[src/hdl/assert_macros.svh]
// assertion macros used by the lfu_cache_table_unit rtl file
// no dependencies
`ifndef ASSERT_MACROS_SVH
`define ASSERT_MACROS_SVH

// plain property checked on the rising clock, off during reset
`define ASSERT_AT(lbl, clk, rstn, prop, msg) \
    lbl: assert property (@(posedge clk) disable iff (!rstn) (prop)) else $error(msg);

// same-cycle implication
`define ASSERT_IMPL(lbl, clk, rstn, ante, cons, msg) \
    lbl: assert property (@(posedge clk) disable iff (!rstn) (ante) |-> (cons)) else $error(msg);

// next-cycle implication
`define ASSERT_NEXT(lbl, clk, rstn, ante, cons, msg) \
    lbl: assert property (@(posedge clk) disable iff (!rstn) (ante) |=> (cons)) else $error(msg);

`endif

[src/hdl/lfuct_pkg.sv]
// shared sizes, opcodes and cell interface types of the lfu cache table
// no dependencies
package lfuct_pkg;

    localparam int ENTRIES = 16;
    localparam int KEY_W   = 32;
    localparam int VAL_W   = 32;
    localparam int CNT_W   = 32;
    localparam int CAP_W   = 5;
    localparam int RANK_W  = (ENTRIES > 1) ? $clog2(ENTRIES) : 1;
    localparam int IDX_W   = RANK_W;
    localparam int OCC_W   = $clog2(ENTRIES + 1);
    localparam int CMP_W   = (OCC_W > CAP_W) ? OCC_W : CAP_W;
    localparam logic [CAP_W-1:0] CAP_RESET = CAP_W'(16);

    localparam logic OP_GET = 1'b0;
    localparam logic OP_PUT = 1'b1;

    // command broadcast to every cell
    typedef struct packed {
        logic              upd;
        logic              new_entry;
        logic              set_val;
        logic              thr_all;
        logic [RANK_W-1:0] thr_rank;
        logic [KEY_W-1:0]  key;
        logic [VAL_W-1:0]  val;
    } cell_cmd_t;

    // running victim candidate passed along the row
    typedef struct packed {
        logic              found;
        logic [CNT_W-1:0]  cnt;
        logic [RANK_W-1:0] rank;
        logic [IDX_W-1:0]  idx;
    } best_t;

endpackage

[src/hdl/lfu_cache_table_unit.sv]
// lfu cache table: a row of slot cells, a victim search chain and a sequencer
// A key/value cache of ENTRIES slots with least-frequently-used replacement,
// the least recently used entry losing among equal use counts. An input beat
// carries op in s_tuser (0 get, 1 put) and key and value in s_tdata; every
// input beat gives exactly one output beat. Gets, puts to a present key and
// puts that fill a free slot go through accept, parallel key compare and
// update, then output load. A put of a new key into a full table first waits
// while the victim candidate ripples one cell per cycle down the search chain.
// One item is in flight at a time; a finished result waits in the output
// register while the next beat is taken. cap_in_use is to be written through
// cfg_we/cfg_wdata only while the block is idle; the block does not enforce
// this. Values above ENTRIES act as ENTRIES, zero turns puts into no-ops.
// depends on lfuct_pkg, lfuct_cell and assert_macros.svh
`include "assert_macros.svh"

module lfu_cache_table_unit
    import lfuct_pkg::*;
(
    input  logic                   clk,
    input  logic                   rst_n,
    // configuration: cap_in_use
    input  logic                   cfg_we,
    input  logic [CAP_W-1:0]       cfg_wdata,
    // input beat
    input  logic                   s_tvalid,
    output logic                   s_tready,
    input  logic [KEY_W+VAL_W-1:0] s_tdata,   // lookup_key, put_value
    input  logic                   s_tuser,   // op
    // output beat
    output logic                   m_tvalid,
    input  logic                   m_tready,
    output logic [VAL_W+KEY_W-1:0] m_tdata,   // read_value, evicted_key
    output logic [1:0]             m_tuser    // hit, evicted
);

    typedef enum logic [1:0] {ST_IDLE, ST_LOOK, ST_SCAN, ST_OUT} state_t;

    state_t             state_reg;
    logic [CAP_W-1:0]   cap_reg;
    logic [OCC_W-1:0]   occ_reg;
    logic [IDX_W-1:0]   scan_reg;
    logic               op_reg;
    logic [KEY_W-1:0]   key_reg;
    logic [VAL_W-1:0]   val_reg;
    logic               res_hit_reg;
    logic [VAL_W-1:0]   res_rd_reg;
    logic               res_ev_reg;
    logic [KEY_W-1:0]   res_evk_reg;
    logic               m_tvalid_reg;
    logic [VAL_W+KEY_W-1:0] m_tdata_reg;
    logic [1:0]         m_tuser_reg;

    // cell row
    logic [ENTRIES-1:0] valid_vec;
    logic [KEY_W-1:0]   key_arr  [ENTRIES];
    logic [VAL_W-1:0]   val_arr  [ENTRIES];
    logic [RANK_W-1:0]  rank_arr [ENTRIES];
    best_t              best_arr [ENTRIES];
    best_t              best_none;
    cell_cmd_t          cmd;
    logic [ENTRIES-1:0] sel_vec;

    // lookup results
    logic [ENTRIES-1:0] hit_vec;
    logic               hit_any;
    logic [VAL_W-1:0]   hit_val;
    logic [RANK_W-1:0]  hit_rank;
    logic [ENTRIES-1:0] free_vec;
    logic [ENTRIES-1:0] free_oh;
    logic [ENTRIES-1:0] victim_oh;
    logic [KEY_W-1:0]   victim_key;
    logic [CMP_W-1:0]   cap_w;
    logic [CMP_W-1:0]   cap_eff;
    logic               cap_nz;
    logic               occ_full;
    logic               scan_last;
    logic               out_load;
    best_t              best_last;

    assign best_none = '0;

    for (genvar i = 0; i < ENTRIES; i++)
    begin : g_cell
        lfuct_cell u_cell (
            .clk      (clk),
            .rst_n    (rst_n),
            .idx      (IDX_W'(i)),
            .cmd      (cmd),
            .sel      (sel_vec[i]),
            .best_in  ((i == 0) ? best_none : best_arr[(i == 0) ? 0 : i - 1]),
            .best_out (best_arr[i]),
            .valid    (valid_vec[i]),
            .key      (key_arr[i]),
            .value    (val_arr[i]),
            .rank     (rank_arr[i])
        );
        assign hit_vec[i] = valid_vec[i] && (key_arr[i] == key_reg);
    end

    // pick out the hit slot's value and rank, and the victim's key
    always_comb
    begin
        hit_val    = '0;
        hit_rank   = '0;
        victim_key = '0;
        for (int i = 0; i < ENTRIES; i++)
        begin
            if (hit_vec[i])
            begin
                hit_val  = hit_val | val_arr[i];
                hit_rank = hit_rank | rank_arr[i];
            end
            if (victim_oh[i])
                victim_key = victim_key | key_arr[i];
        end
    end

    assign hit_any   = |hit_vec;
    assign free_vec  = ~valid_vec;
    // lowest free slot
    assign free_oh   = free_vec & (~free_vec + 1'b1);
    assign best_last = best_arr[ENTRIES-1];
    assign victim_oh = ENTRIES'(1) << best_last.idx;

    // capacity clamp and full check
    assign cap_w     = CMP_W'(cap_reg);
    assign cap_eff   = (cap_w > CMP_W'(ENTRIES)) ? CMP_W'(ENTRIES) : cap_w;
    assign cap_nz    = (cap_eff != '0);
    assign occ_full  = (CMP_W'(occ_reg) >= cap_eff);
    assign scan_last = (scan_reg == IDX_W'(ENTRIES - 1));

    // output register takes the result when empty or being drained
    assign out_load  = (state_reg == ST_OUT) && (!m_tvalid_reg || m_tready);

    // cell commands: touch on hit, fill a free slot, or evict and refill
    always_comb
    begin
        cmd          = '0;
        cmd.key      = key_reg;
        cmd.val      = val_reg;
        sel_vec      = '0;
        case (state_reg)
            ST_LOOK:
            begin
                if (hit_any && (op_reg == OP_GET || cap_nz))
                begin
                    cmd.upd      = 1'b1;
                    cmd.thr_rank = hit_rank;
                    cmd.set_val  = (op_reg == OP_PUT);
                    sel_vec      = hit_vec;
                end
                else if (op_reg == OP_PUT && cap_nz && !hit_any && !occ_full)
                begin
                    cmd.upd       = 1'b1;
                    cmd.new_entry = 1'b1;
                    cmd.thr_all   = 1'b1;
                    sel_vec       = free_oh;
                end
            end
            ST_SCAN:
            begin
                // ranks above the victim stay, the rest age by one
                if (scan_last)
                begin
                    cmd.upd       = 1'b1;
                    cmd.new_entry = 1'b1;
                    cmd.thr_rank  = best_last.rank;
                    sel_vec       = victim_oh;
                end
            end
            default:
            begin
                cmd.upd = 1'b0;
            end
        endcase
    end

    // sequencer and registered outputs
    always_ff @(posedge clk or negedge rst_n)
    begin
        if (!rst_n)
        begin
            state_reg    <= ST_IDLE;
            cap_reg      <= CAP_RESET;
            occ_reg      <= '0;
            scan_reg     <= '0;
            m_tvalid_reg <= 1'b0;
        end
        else
        begin
            if (cfg_we)
                cap_reg <= cfg_wdata;
            if (out_load)
                m_tvalid_reg <= 1'b1;
            else if (m_tready)
                m_tvalid_reg <= 1'b0;
            case (state_reg)
                ST_IDLE:
                begin
                    if (s_tvalid)
                    begin
                        op_reg    <= s_tuser;
                        key_reg   <= s_tdata[KEY_W-1:0];
                        val_reg   <= s_tdata[KEY_W+VAL_W-1:KEY_W];
                        state_reg <= ST_LOOK;
                    end
                end
                ST_LOOK:
                begin
                    res_hit_reg <= hit_any;
                    res_rd_reg  <= (op_reg == OP_GET && hit_any) ? hit_val : '1;
                    res_ev_reg  <= 1'b0;
                    res_evk_reg <= '0;
                    scan_reg    <= '0;
                    if (op_reg == OP_PUT && cap_nz && !hit_any)
                    begin
                        if (occ_full)
                            state_reg <= ST_SCAN;
                        else
                        begin
                            occ_reg   <= occ_reg + 1'b1;
                            state_reg <= ST_OUT;
                        end
                    end
                    else
                        state_reg <= ST_OUT;
                end
                ST_SCAN:
                begin
                    // wait for the candidate to reach the end of the chain
                    scan_reg <= scan_reg + 1'b1;
                    if (scan_last)
                    begin
                        res_ev_reg  <= 1'b1;
                        res_evk_reg <= victim_key;
                        state_reg   <= ST_OUT;
                    end
                end
                ST_OUT:
                begin
                    if (out_load)
                    begin
                        m_tdata_reg  <= {res_evk_reg, res_rd_reg};
                        m_tuser_reg  <= {res_ev_reg, res_hit_reg};
                        state_reg    <= ST_IDLE;
                    end
                end
                default:
                begin
                    state_reg <= ST_IDLE;
                end
            endcase
        end
    end

    assign s_tready = (state_reg == ST_IDLE);
    assign m_tvalid = m_tvalid_reg;
    assign m_tdata  = m_tdata_reg;
    assign m_tuser  = m_tuser_reg;

    // a key lives in at most one slot
    `ASSERT_AT(a_hit_onehot0, clk, rst_n, $onehot0(hit_vec), "key present in two slots")
    // fill count tracks the valid bits
    `ASSERT_AT(a_occ_match, clk, rst_n, occ_reg == $countones(valid_vec), "fill count off")
    // an eviction always finds a candidate
    `ASSERT_IMPL(a_victim_found, clk, rst_n, state_reg == ST_SCAN && scan_last,
                 best_last.found, "no victim at end of scan")

endmodule

[src/hdl/lfuct_cell.sv]
// one slot of the cache table plus one stage of the victim search chain
// depends on lfuct_pkg
module lfuct_cell
    import lfuct_pkg::*;
(
    input  logic              clk,
    input  logic              rst_n,
    input  logic [IDX_W-1:0]  idx,
    input  cell_cmd_t         cmd,
    input  logic              sel,
    input  best_t             best_in,
    output best_t             best_out,
    output logic              valid,
    output logic [KEY_W-1:0]  key,
    output logic [VAL_W-1:0]  value,
    output logic [RANK_W-1:0] rank
);

    logic              valid_reg;
    logic [KEY_W-1:0]  key_reg;
    logic [VAL_W-1:0]  value_reg;
    logic [CNT_W-1:0]  cnt_reg;
    logic [RANK_W-1:0] rank_reg;
    best_t             best_reg;
    best_t             best_next;

    // lower count wins, older rank breaks ties
    always_comb
    begin
        best_next = best_in;
        if (valid_reg && (!best_in.found || cnt_reg < best_in.cnt ||
            (cnt_reg == best_in.cnt && rank_reg > best_in.rank)))
        begin
            best_next.found = 1'b1;
            best_next.cnt   = cnt_reg;
            best_next.rank  = rank_reg;
            best_next.idx   = idx;
        end
    end

    always_ff @(posedge clk or negedge rst_n)
    begin
        if (!rst_n)
        begin
            valid_reg      <= 1'b0;
            best_reg.found <= 1'b0;
        end
        else
        begin
            best_reg <= best_next;
            if (cmd.upd)
            begin
                if (sel)
                begin
                    rank_reg <= '0;
                    if (cmd.new_entry)
                    begin
                        valid_reg <= 1'b1;
                        key_reg   <= cmd.key;
                        value_reg <= cmd.val;
                        cnt_reg   <= CNT_W'(1);
                    end
                    else
                    begin
                        if (cnt_reg != '1)
                            cnt_reg <= cnt_reg + 1'b1;
                        if (cmd.set_val)
                            value_reg <= cmd.val;
                    end
                end
                else if (valid_reg && (cmd.thr_all || rank_reg < cmd.thr_rank))
                begin
                    rank_reg <= rank_reg + 1'b1;
                end
            end
        end
    end

    assign best_out = best_reg;
    assign valid    = valid_reg;
    assign key      = key_reg;
    assign value    = value_reg;
    assign rank     = rank_reg;

endmodule

[config.mk]
export PLATFORM = sky130hd
export DESIGN_NAME = lfu_cache_table_unit
export DESIGN_NICKNAME = d
export VERILOG_FILES = /design/src/hdl/lfuct_pkg.sv /design/src/hdl/lfu_cache_table_unit.sv /design/src/hdl/lfuct_cell.sv
export VERILOG_INCLUDE_DIRS = /design/src /design/src/hdl
export SDC_FILE = /design/constraint.sdc
export NUM_CORES = 2
export LEC_CHECK = 0
export ABC_AREA = 1
export BUFFER_PORTS_ARGS = -buffer_cell sky130_fd_sc_hd__buf_2
export CAP_MARGIN = 0
export CORE_UTILIZATION = 50
export CTS_CLUSTER_SIZE = 40
export DETAILED_ROUTE_END_ITERATION = 10
export PLACE_DENSITY_LB_ADDON = 0.25
export SLEW_MARGIN = 5
export SYNTH_ARGS = -nofsm -noshare
export SYNTH_HDL_FRONTEND = slang
export SYNTH_SLANG_ARGS = --single-unit
[constraint.sdc]
create_clock -name clk -period 6.3 [get_ports clk]
set_input_delay 0.315 -clock clk [delete_from_list [all_inputs] [get_ports clk]]
set_output_delay 0.315 -clock clk [all_outputs]
set_load 0.05 [all_outputs]
; ---- Word-level counts from Yosys, hierarchy flattened
; Index checks and enable logic that the tools add are counted.
; Widths: inputs -> output; s select.
[totals]
ff_bits = 2453
in_bits = 75
output_inout_bits = 68
word_cells = 731
[classes]
addsub = 35
magnitude_cmp = 48
eq_ne = 54
shift = 1
n_mux = 129
bitwise = 50
reduce_logical = 258
[op_table]
columns = operator, count
row1 = $mux 32, 51
row2 = $eq 32x32->1, 31
row3 = $or 32x32->32, 30
row4 = $mux 41, 15
row5 = $add 32x1->32 const B, 16
row6 = $ne 32x32->1 const B, 16
row7 = $lt 32x32->1, 15
row8 = $reduce_and 4->1, 48
row9 = $mux 4, 34
row10 = $reduce_and 3->1, 37
row11 = $reduce_bool 2->1, 35
row12 = $add 4x1->4 const B, 17
row13 = $logic_and 1x1->1, 68
row14 = $lt 4x4->1, 16
row15 = $pmux 32 s2, 1
row16 = $gt 4x4->1, 15
row17 = $or 4x4->4, 15
row18 = $logic_or 1x1->1, 48
row19 = $mux 16, 3
row20 = $not 16->16, 2
row21 = $pmux 16 s2, 1
row22 = $logic_not 1->1, 18
row23 = $add 16x1->16 const B, 1
row24 = $and 16x16->16, 1
row25 = 20 further kinds, 41

; ---- Logic depth before layout (Yosys ltp)
[logic_depth]
ltp_word = 40
mapped_depth = 26
ltp_nobuf = 25

; ---- By module
; Synthesis repeated with hierarchy kept, for this count alone.
[unflattened]
cells_unflattened = 14231
hier_area_um2 = 135082.1
[modules_own_cells]
columns = module, n_inst, cells_per_inst, area_per_inst_um2, seq_area_each_um2
row1 = lfuct_cell (g_cell[0].u_cell ...), 14, 664, 6995.5, 4254.1
row2 = lfu_cache_table_unit, 1, 3597, 23169.7, 6342.3
row3 = lfuct_cell (g_cell[9].u_cell), 1, 664, 6990.5, 4254.1
row4 = lfuct_cell (g_cell[8].u_cell), 1, 674, 6985.4, 4254.1

; ---- Least setup slack after synthesis
; Ideal clock, no wire load.
[synth_path]
path_kind = register to register
start = register m_tvalid_reg (netlist: m_tvalid)
end = register m_tdata_reg[0] (netlist: m_tdata[0]), enable pin
setup_ns = 0.571
t_arrival_ns = 5.179
t_required_ns = 5.729
slack_ns = 0.550
path_stages_with_launch = 4
n_path_buf = 0
synth_period_minus_slack_ns = 5.750
cell_sequence = dfrtp_1 inv_1 nor2_1 nor3_1
[synth_via]
elab_chain_len = 4
[synth_lines]
columns = item, line
row1 = start: declaration, lfu_cache_table_unit.sv:49  ; logic m_tvalid_reg;
row2 = start signal: assignment, lfu_cache_table_unit.sv:187  ; m_tvalid_reg <= 1'b0;
row3 = start signal: assignment, lfu_cache_table_unit.sv:194  ; m_tvalid_reg <= 1'b1;
row4 = start signal: assignment, lfu_cache_table_unit.sv:196  ; m_tvalid_reg <= 1'b0;
row5 = $logic_not 1->1, lfu_cache_table_unit.sv:133  ; assign out_load = (state_reg == ST_OUT) && (!m_tvalid_reg || m_tready);
row6 = $logic_or 1x1->1, lfu_cache_table_unit.sv:133
row7 = $logic_and 1x1->1, lfu_cache_table_unit.sv:133
row8 = $reduce_and 3->1 (no source line), --
row9 = end signal: assignment, lfu_cache_table_unit.sv:243  ; m_tdata_reg <= {res_evk_reg, res_rd_reg};
row10 = end: declaration, lfu_cache_table_unit.sv:50  ; logic [VAL_W+KEY_W-1:0] m_tdata_reg;
; No other way between the ends.
; A chain may end at the register's enable or synchronous reset.

; ---- Worst setup path after layout
[layout_path]
start = register key_reg[11]
end = register g_cell[3].u_cell.rank_reg[2], enable pin
[layout_via]
elab_chain_len = 40
elab_cells_between_ends = 84
cone_classes = 1 x order compare / 16 x eq/ne / 27 x mux / 15 x bitwise / 25 x reduce/logical
[layout_lines]
columns = item, line
row1 = start: declaration, lfu_cache_table_unit.sv:43  ; logic [KEY_W-1:0] key_reg;
row2 = start signal: assignment, lfu_cache_table_unit.sv:203  ; key_reg <= s_tdata[KEY_W-1:0];
row3 = $eq 32x32->1, lfu_cache_table_unit.sv:97  ; assign hit_vec[i] = valid_vec[i] && (key_arr[i] == key_reg);
row4 = $logic_and 1x1->1, lfu_cache_table_unit.sv:97
row5 = $mux 4, lfu_cache_table_unit.sv:108  ; if (hit_vec[i])
row6 = $or 4x4->4, lfu_cache_table_unit.sv:111  ; hit_rank = hit_rank | rank_arr[i];
row7 = $mux 4, lfu_cache_table_unit.sv:108
row8 = $or 4x4->4, lfu_cache_table_unit.sv:111
row9 = $mux 4, lfu_cache_table_unit.sv:108
row10 = $or 4x4->4, lfu_cache_table_unit.sv:111
row11 = [24 not listed], --
row12 = $mux 4, lfu_cache_table_unit.sv:108
row13 = $mux 4, lfu_cache_table_unit.sv:145  ; if (hit_any && (op_reg == OP_GET || cap_nz))
row14 = $pmux 4 s2, lfu_cache_table_unit.sv:142  ; case (state_reg)
row15 = $lt 4x4->1, lfuct_cell.sv:71  ; else if (valid_reg && (cmd.thr_all || rank_reg < cmd.thr_rank))
row16 = $logic_or 1x1->1, lfuct_cell.sv:71
row17 = $logic_and 1x1->1, lfuct_cell.sv:71
row18 = $reduce_bool 2->1 (no source line), --
row19 = $reduce_and 3->1 (no source line) (*), --
row20 = end signal: assignment, lfuct_cell.sv:73  ; rank_reg <= rank_reg + 1'b1;
row21 = end: declaration, lfuct_cell.sv:23  ; logic [RANK_W-1:0] rank_reg;
; Every way passes the cells marked *; elsewhere a longest branch is shown, timed or not.

==> implementation parameters <==
Parameter                              Value

Worst setup path
  Capturing element type of the critical path ... register
  Required time of the worst setup path ... 6870 ps
  R2r worst-path depth ... 20
  Critical path depth in cells ... 20
  Critical path cell sequence ... inv_1, o21ai_0, nor2_1, nand2_1, nor2_1, nand3_1, nor2_4, nor2_1, nand2_1, nor2_1, nand2_2, nand4_4, a21oi_1, a21oi_2, ha_1, a21oi_1, nand2_1, nand2_1, nand2_1, a21oi_1
  Crit-path leading delay family ... compound AO/OA/AOI/OAI gates
  Cell repeated most along the worst path ... sky130_fd_sc_hd__nand2_1
  Buffers and inverters on the worst path ... 1
  Maximum fanout along the worst path ... 16
  Arrival time at the worst endpoint ... 5980 ps
  CP Class ... register to register
  Destination of the critical timing path ... g_cell[3].u_cell.rank[2]
  Stage delay of the slowest cell on the critical path ... a little over 900 ps
  Worst setup startpoint ... key_reg[11]
  Worst reg2reg path endpoint ... g_cell[3].u_cell.rank[2]
  R2R setup slack ... around 890 ps
  Slowest stage cell, crit path ... sky130_fd_sc_hd__o21ai_0
  Startpoint of the worst register-to-register path ... key_reg[11]
  CP startpoint kind ... register

Detailed routing
  Sum of met3 wire segment lengths after detailed routing ... 43100 um
  First-iteration detailed-routing DRC count ... 12400
  Vias ... 93000
  Vias per Instance ... 5.95
  Number of routed nets with antenna violations ... 0
  Pre-Repair DR Iteration Count ... 10
  Metal2 WL ... 184000 um
  Post-Route M1 WL ... 172000 um
  Detailed-route wire length ... ~420000 um
  DRC violations left ... 0
  Routed wirelength normalized by instance count ... about 27 um
  Max layer used ... met5

STA
  Max-slew violations ... 0
  Final Hold Viols ... 0
  Setup Viol. Count Final ... 0
  Worst slew margin relative to its limit ... 10.3%
  Final cycle utilization of the critical path ... 85.9%
  Timing-limited maximum frequency ... between 150 and 200 MHz
  Setup TNS ... 0 ps
  Unrepaired setup endpoints after global routing ... no
  Worst slew pin tran ... 1330 ps
  Final worst path period need ... 5410 ps
  Worst clock skew ... 118 ps
  Final critical-path setup slack ... ~900 ps

Outcome
  Run status ... finished clean

Min path
  Start point of the worst hold path ... s_tdata[49]
  Min-delay worst type ... primary input to register

Placed design
  Port Buffer Count ... 142
  GP Congestion ... 1.07
  Hpwl dp ... 289000 um
  Worst slack, placed ... 1190 ps
  Number of placed cells counting well taps ... 15100

Logic synthesis
  Number of synthesized flops with an enable pin ... around 2400
  Synthesized flop and latch total ... 2438
  Mean instance size in the synthesized netlist ... 10.4 um2
  YS warnings ... 0
  Share of the yosys chip area belonging to registers ... 59.4%
  Mapped Nets ... 12600
  Post-Syn Area ... 123000 um2
  Most common flop cell mapped by yosys ... sky130_fd_sc_hd__edfxtp_1
  Fraction of registers with async set/reset ... 1.97%
  Gate Count Post-Synth ... between 10000 and 15000
  Number of distinct library cells after synthesis ... 77

Clock network
  CTS tree ... yes
  H-tree depth ... 5
  Number of sinks driven by the clock tree ... around 2400
  Clock transition time at the flip-flop clock pins of the worst setup and hold paths ... 70 ps
  Post CTS Setup Buffer Count ... 0
  Later-pin clock latency in the skew report ... 1000 ps
  Clock Path Buffers ... 4
  Clock buffers created by TritonCTS ... around 280
  Clock tree root driver cell ... sky130_fd_sc_hd__clkbuf_16

GRT
  Antenna violations before repair ... 26
  Total global routing overflow ... 0
  Via count of the first global-routing pass ... 89700
  Global-route usage over all layers ... about 33%
  Pin count of the biggest net entering global routing ... 165
  First-pass GRT wire length ... 607000 um

Die
  Die area ... around 250000 um2
  Number of primary I/O pins ... between 100 and 150
  Count of standard-cell rows ... 181
  DIE WIDTH ... 498 um
  Initial cell density of the core ... a little over 50%
  DIE HEIGHT ... 498 um
  Standard cell core area ... 244000 um2

Final layout
  Footprint of the multi-input gates ... 42100 um2
  Fraction of layout instances using a drive strength above 1 ... 8.87%
  Final net count ... between 10000 and 15000
  Number of flip-flops in the largest register ... 608
  Non-filler instance count after layout ... ~16000
  Area grow syn2layout ... 12.7%
  Layout fillers ... 20500
  Sequential cell area ... 73000 um2

Power
  Leakage ... approximately 56 nW
  Max IR drop VDD ... between 0.0002 and 0.0003 V
  Power density over the cells ... 287 nW/um2

Flow run
  Max capacitance violation total ... 0
repair_timing:
| item | 4_1_cts | 5_1_grt |
|---|---|---|
| endpoints found under the hold margin | 122 | 0 |
| hold buffers | 90 | 0 |
| gates resized for setup | 0 | 0 |
metrics by stage:
step	hold WS, ps	cell area, um2	utilization [%]	power, W
floorplan	19.4	123000	-	0.0216
global placement	260	128000	52.7	0.0232
detailed placement	261	128000	52.7	0.0233
CTS	0.568	138000	56.8	0.0398
global route	18.9	138000	56.8	0.0409
finish	47.6	138000	56.8	0.0397
Yosys cell counts (all sizes together) (41+ instances only):
cell type     n  area share (%)
o211ai       41            0.25
nor3b        75            0.46
a211oi       42            0.26
clkbuf      208            0.65
nand3       248             1.1
a221oi      111            0.79
o21ai       977             4.0
xor2        130            0.93
nand4       169            0.89
a31oi        47            0.25
nand2      2348             7.2
or2          62            0.32
xnor2        79            0.56
a22o        256             1.8
nor2        967             3.1
dfrtp        47            0.96
nor3        201             1.1
a21oi       539             2.2
inv        1746             5.3
o22ai       119            0.61
buf         151            0.71
edfxtp     2390              58
ha          631             6.4
nor4        109            0.61
worst register-to-register path, cell delays in order (launching register included):
cell	delay [ps]
sky130_fd_sc_hd__edfxtp_1	360
sky130_fd_sc_hd__inv_1	360
sky130_fd_sc_hd__o21ai_0	930
sky130_fd_sc_hd__nor2_1	150
sky130_fd_sc_hd__nand2_1	110
sky130_fd_sc_hd__nor2_1	50
sky130_fd_sc_hd__nand3_1	220
sky130_fd_sc_hd__nor2_4	120
sky130_fd_sc_hd__nor2_1	140
sky130_fd_sc_hd__nand2_1	70
sky130_fd_sc_hd__nor2_1	110
sky130_fd_sc_hd__nand2_2	170
sky130_fd_sc_hd__nand4_4	200
sky130_fd_sc_hd__a21oi_1	80
sky130_fd_sc_hd__a21oi_2	820
sky130_fd_sc_hd__ha_1	430
sky130_fd_sc_hd__a21oi_1	150
sky130_fd_sc_hd__nand2_1	70
sky130_fd_sc_hd__nand2_1	60
sky130_fd_sc_hd__nand2_1	50
sky130_fd_sc_hd__a21oi_1	360
how the worst min path moves through the flow:
stage	to	cells past startpoint
2_1_floorplan	cap_reg[0]	0
3_3_place_gp	g_cell[14].u_cell.best_out[40]	1
3_5_place_dp	g_cell[14].u_cell.best_out[40]	1
4_1_cts	val_reg[15]	2
5_1_grt	val_reg[6]	2
6_report	val_reg[17]	2
power breakdown:
part / internal (W) / total (W) / switching [W]
sequential: 0.0187 / 0.0191 / 0.000403
clock: 0.00994 / 0.0167 / 0.00671
combinational: 0.00103 / 0.00397 / 0.00294
total: 0.0297 / 0.0397 / 0.0100
metal layers:
layer  vias to the layer above  GRT usage [%]
li1                      42000              -
met5                         -              0
met2                      4785           50.6
met4                        28           14.4
met3                      1018           7.90
met1                     45200           45.9
cells in the final DEF (no fill, tap or decap), types with 79 or more instances in the layout:
cell type / instances
sky130_fd_sc_hd__a22o_1: 256
sky130_fd_sc_hd__o21ai_0: 924
sky130_fd_sc_hd__nand2_1: 2330
sky130_fd_sc_hd__buf_4: 179
sky130_fd_sc_hd__inv_1: 1703
sky130_fd_sc_hd__clkbuf_16: 289
sky130_fd_sc_hd__nand4_1: 165
sky130_fd_sc_hd__a21oi_1: 531
sky130_fd_sc_hd__nor3_1: 133
sky130_fd_sc_hd__nor2_1: 852
sky130_fd_sc_hd__xor2_1: 130
sky130_fd_sc_hd__nor4_1: 99
sky130_fd_sc_hd__edfxtp_1: 2390
sky130_fd_sc_hd__xnor2_1: 79
sky130_fd_sc_hd__ha_1: 631
sky130_fd_sc_hd__dlygate4sd3_1: 90
sky130_fd_sc_hd__a221oi_1: 111
sky130_fd_sc_hd__nand3_1: 237
sky130_fd_sc_hd__o22ai_1: 118
sky130_fd_sc_hd__buf_2: 141
layout make-up:
| cell class | instances | share of cell area [%] |
|---|---|---|
| well taps | 3202 | 2.89 |
| clock buffers | 329 | 5.34 |
| multi-input cells | 7307 | 30.4 |
| flip-flops and latches | 2438 | 52.7 |
| clock inverters | 161 | 1.31 |
| diodes | 11 | 0.0199 |
| inverters | 1755 | 4.76 |
| repair buffers | 439 | 2.55 |
cell families (layout without fill, tap and decap cells):
family                   Yosys count  after routing  share of synthesized area, %
multiplexers                       1              1                       0.00917
XOR/XNOR                         209            209                          1.49
other                              0             11                             0
flip-flops                      2438           2438                          59.4
AO/OA/AOI/OAI                   2253           2253                          11.0
AND/OR/NAND/NOR                 4213           4213                          14.9
buffers and inverters           2114           2684                          6.73
adder cells (fa/ha/maj)          631            631                          6.43
No activity file was read; power rests on OpenSTA's default activity.
